## src/rtl/msq_pkg.sv

```systemverilog
`default_nettype none
package msq_pkg;

    localparam int MSQ_DEPTH   = 256;
    localparam int QUEUE_DEPTH = 4;
    localparam int QPW         = $clog2(QUEUE_DEPTH);
    localparam int QCW         = $clog2(QUEUE_DEPTH + 1);

    localparam logic [1:0] OP_PUSH = 2'd0;
    localparam logic [1:0] OP_POP  = 2'd1;
    localparam logic [1:0] OP_MIN  = 2'd2;

    localparam logic [1:0] ST_OK    = 2'd0;
    localparam logic [1:0] ST_EMPTY = 2'd1;
    localparam logic [1:0] ST_FULL  = 2'd2;

    typedef struct packed {
        logic [1:0]         opcode;
        logic signed [31:0] push_value;
    } req_t;

    typedef struct packed {
        logic signed [31:0] result_value;
        logic [1:0]         status;
    } res_t;

    typedef enum logic [1:0] {
        K_PUSH,
        K_POP,
        K_MIN
    } kind_t;

    typedef struct packed {
        kind_t              kind;
        logic signed [31:0] value;
    } cmd_t;

    typedef enum logic {
        BK_IDLE,
        BK_POP_RD
    } bk_state_t;

endpackage
`default_nettype wire

```

## src/rtl/msq_queue.sv

```systemverilog
`default_nettype none
module msq_queue
    import msq_pkg::*;
(
    input  wire logic clk,
    input  wire logic rst_n,
    input  wire logic wr,
    input  wire cmd_t wr_cmd,
    input  wire logic rd,
    output cmd_t      head,
    output logic      empty,
    output logic      full
);

    cmd_t             slot_reg [QUEUE_DEPTH];
    logic [QPW-1:0]   wr_ptr_reg, wr_ptr_next;
    logic [QPW-1:0]   rd_ptr_reg, rd_ptr_next;
    logic [QCW-1:0]   count_reg, count_next;

    assign empty = (count_reg == '0);
    assign full  = (count_reg == QCW'(QUEUE_DEPTH));
    assign head  = slot_reg[rd_ptr_reg];

    always_comb
    begin
        wr_ptr_next = wr_ptr_reg;
        rd_ptr_next = rd_ptr_reg;
        count_next  = count_reg;
        if (wr)
        begin
            wr_ptr_next = QPW'(wr_ptr_reg + 1'b1);
        end
        if (rd)
        begin
            rd_ptr_next = QPW'(rd_ptr_reg + 1'b1);
        end
        if (wr && !rd)
        begin
            count_next = QCW'(count_reg + 1'b1);
        end
        else if (rd && !wr)
        begin
            count_next = QCW'(count_reg - 1'b1);
        end
    end

    always_ff @(posedge clk or negedge rst_n)
    begin
        if (!rst_n)
        begin
            wr_ptr_reg <= '0;
            rd_ptr_reg <= '0;
            count_reg  <= '0;
        end
        else
        begin
            wr_ptr_reg <= wr_ptr_next;
            rd_ptr_reg <= rd_ptr_next;
            count_reg  <= count_next;
        end
    end

    always_ff @(posedge clk)
    begin
        if (wr)
        begin
            slot_reg[wr_ptr_reg] <= wr_cmd;
        end
    end

endmodule
`default_nettype wire

```

## config.mk

```make
export PLATFORM = sky130hd
export DESIGN_NAME = msq_queue
export DESIGN_NICKNAME = d
export VERILOG_FILES = /design/src/rtl/msq_pkg.sv /design/src/rtl/msq_queue.sv
export SDC_FILE = /design/constraint.sdc
export NUM_CORES = 1
export LEC_CHECK = 0
export ABC_AREA = 1
export BUFFER_PORTS_ARGS = -buffer_cell sky130_fd_sc_hd__buf_4
export CORE_ASPECT_RATIO = 1.5
export CORE_MARGIN = 10
export CORE_UTILIZATION = 40
export CTS_CLUSTER_DIAMETER = 60
export DETAILED_ROUTE_END_ITERATION = 16
export GPL_ROUTABILITY_DRIVEN = 1
export HOLD_SLACK_MARGIN = 0.05
export SYNTH_ARGS = -nofsm -noshare
export SYNTH_HDL_FRONTEND = slang
export SYNTH_SLANG_ARGS = --single-unit
```

## constraint.sdc

```tcl
create_clock -name clk -period 2.1 [get_ports clk]
set_input_delay 0.105 -clock clk [delete_from_list [all_inputs] [get_ports clk]]
set_output_delay 0.105 -clock clk [all_outputs]
set_load 0.05 [all_outputs]
```

==> results.md <==
* Crit path arrival time at 1740 ps
* Leading area contributor after synthesis: edfxtp_1
* Synth Area in Compound Gates at 8.93%
* Largest net degree at the start of global routing at 97
* Buffers on Ports at 73
* # IOs at 74
* Avg WL per Cell at 15.1 um
* Placer congestion estimate at 0.742
* Crit path time final at 1840 ps
* Adder-Cell Fraction of Synth Area at 1.43%
* Max-cap viol count at 0
* Post-synthesis register bit count at 143
* Synth Area in XOR/XNOR at 0.607%
* Yosys warns at 0
* Status: finished clean
* Die Ht at 167 um
* Pre-Repair DR Iteration Count at 4
* Peak VDD IR at 0.000801 V
* Top post-synthesis cells by area: edfxtp_1, o211ai_1, nand2_1
* Largest family of logic cells by synthesized area: compound AO/OA/AOI/OAI gates
* Mapped cell area at 5770 sq um
* Worst path cell trace: inv_2 > buf_12 > o211ai_1 > nand2_1 > buf_4
* CP Capture Type: primary output
* DRC Markers at 0
* Die W at 118 um
* Slowest-stage cell, CP: dfrtp_1
* Final-layout fill cell count at 1187
* Slew HR at 72.3%
* Die Area at 19700 sq um
* First-pass GRT wire length at 18900 um
* Antenna violations before repair at 0
* Row count at 53
* ANT cells at 0
* Pin slew with the least headroom to its limit at 416 ps
* Final Hold Fails at 0
* Root Driver: clkbuf_16
* Largest register FFs at 136
* Total gr overflow at 0
* Total power at 12.1 mW
* RSZ-0062 raised after global routing: false
* Vias at 3540
* Pwr Density at 1610 nW/um^2
* Core ar. at 14100 sq um
* H-tree levels at 4
* CP delay by family, top: buffers and inverters
* Synthesis-to-layout area growth at 30.6%
* Syn Inst Count at 444
* Synth top area share at 70.7%
* Area of the multi-input gates at 1090 sq um
* CP startpoint kind: register
* Final period util at 87.7%
* Sink Count at 143
* Synth unique cells at 17
* Final design utilization at 53.6%
* ANT nets after route at 0
* Leak at 3.07 nW
* HP Class: in2reg
* Post-synthesis sequential area ratio at 73.8%
* Skew final at 7.56 ps
* TritonCTS Buffers at 17
* Max Root-Sink Buffers at 2
* Crit path kind: reg2out
* Starting DRT DRC Count at 203
* Final Slew Violations at 0
* Final net count at 605
* Worst skew pair latency at 410 ps
* Worst EP required at 2000 ps
* Syn_nets at 488
* Post-synthesis mux area share at 0%
* Critical-path maximum fanout at 20
* Critical path buffer and inverter count at 3
* Synth Area in Simple Gates at 7.85%
* Register area at 4260 sq um
* Setup bufs post-CTS at 0
* Setup violations, final at 0
* Routed wire length at 11600 um
* Vias in the first global route at 3838
* Avg Inst Size Synth at 13.0 sq um
* All-Layer GR Usage at 12.2%
* Final setup TNS at 0 ps
* Hpwl dp at 7670 um
* CTS tree: done
* Clock-pin slew on the worst setup and hold paths at 60 ps
* Largest stage delay, worst path at 380 ps
* Initial core utilization at 41.1%
* Vias per inst at 4.62
* Fraction of layout instances using a drive strength above 1 at 21.1%
* Fmax at 543 MHz
[cell families after synthesis]
group | Yosys count
fa+ha+maj | 6
simple gates | 119
compound gates | 69
xor+xnor | 4
flops | 143
buf+inv | 103
[final cells by class]
class	instances	share of cell area, %
sequential	143	56.5
multi-input combinational	198	14.4
timing repair buffer	121	14.0
clock buffer	17	5.64
inverter	80	3.98
tap	192	3.19
clock inverter	15	2.31
[worst register-to-register path, stage by stage (launching register included)]
cell	delay [ps]
dfrtp_1	420
inv_1	100
ha_1	150
nand2_1	50
inv_2	220
buf_12	230
[timing repair]
item	CTS	global route
hold buffers	38	0
gates resized for setup	0	0
endpoints found under the hold margin	147	0
[cells in the mapped netlist (all sizes together)]
| library cell | number |
|---|---|
| inv | 80 |
| fa | 1 |
| buf | 21 |
| nor3 | 2 |
| xor2 | 3 |
| nand2 | 115 |
| o21ai | 1 |
| nand3 | 1 |
| edfxtp | 136 |
| clkbuf | 2 |
| ha | 5 |
| o211ai | 68 |
| nand4 | 1 |
| xnor2 | 1 |
| dfrtp | 7 |
[through the flow]
| step | cells | setup slack [ps] | hold WS [ps] | instance area [sq um] |
|---|---|---|---|---|
| after floorplan | 444 | 367 | -191 | 5770 |
| after global placement | 696 | 622 | -72.6 | 6560 |
| after detailed placement | 696 | 606 | -70.2 | 6560 |
| after CTS | 766 | 203 | 408 | 7540 |
| after global routing | 766 | 129 | 432 | 7540 |
| final | 766 | 258 | 430 | 7540 |
[final timing paths]
| kind | start | to | slack (ps) | cells past startpoint |
|---|---|---|---|---|
| worst min-delay path | wr_cmd[16] | slot_reg[2][16] | 430 | 2 |
| worst min register to register | count_reg[2] | count_reg[2] | 510 | 2 |
| worst max-delay path | rd_ptr_reg[1] | head[31] | 260 | 5 |
| worst max register to register | wr_ptr_reg[0] | slot_reg[0][23] | 610 | 5 |
| min in group asynchronous | rst_n | count_reg[1] | 670 | 3 |
| max in group asynchronous | rst_n | rd_ptr_reg[0] | 1140 | 3 |
[cells in the final DEF (no fill, tap or decap), drive strengths merged]
cell type	instances
nand3	1
clkbuf	17
edfxtp	136
o21ai	1
o211ai	68
inv	89
fa	1
ha	5
dfrtp	7
bufinv	2
nor3	2
nand2	115
xor2	3
buf	83
clkinvlp	4
xnor2	1
nand4	1
dlygate4sd3	38
[per-layer routing]
metal	part of all wire, %	wire length [um]	vias to the layer above	global-route usage, %
li1	-	-	1760	-
met1	39	4480	1685	12.4
met2	56	6510	79	22.4
met3	3.6	416	16	3.53
met4	1.7	198	0	5.34
met5	0	0	-	0
[power by group]
group | total, mW | internal, mW | switching (mW)
clock | 3.01 | 1.79 | 1.22
sequential | 3.92 | 3.75 | 0.174
combinational | 5.21 | 1.51 | 3.70
total | 12.1 | 7.04 | 5.10
No activity file was read; power rests on OpenSTA's default activity.
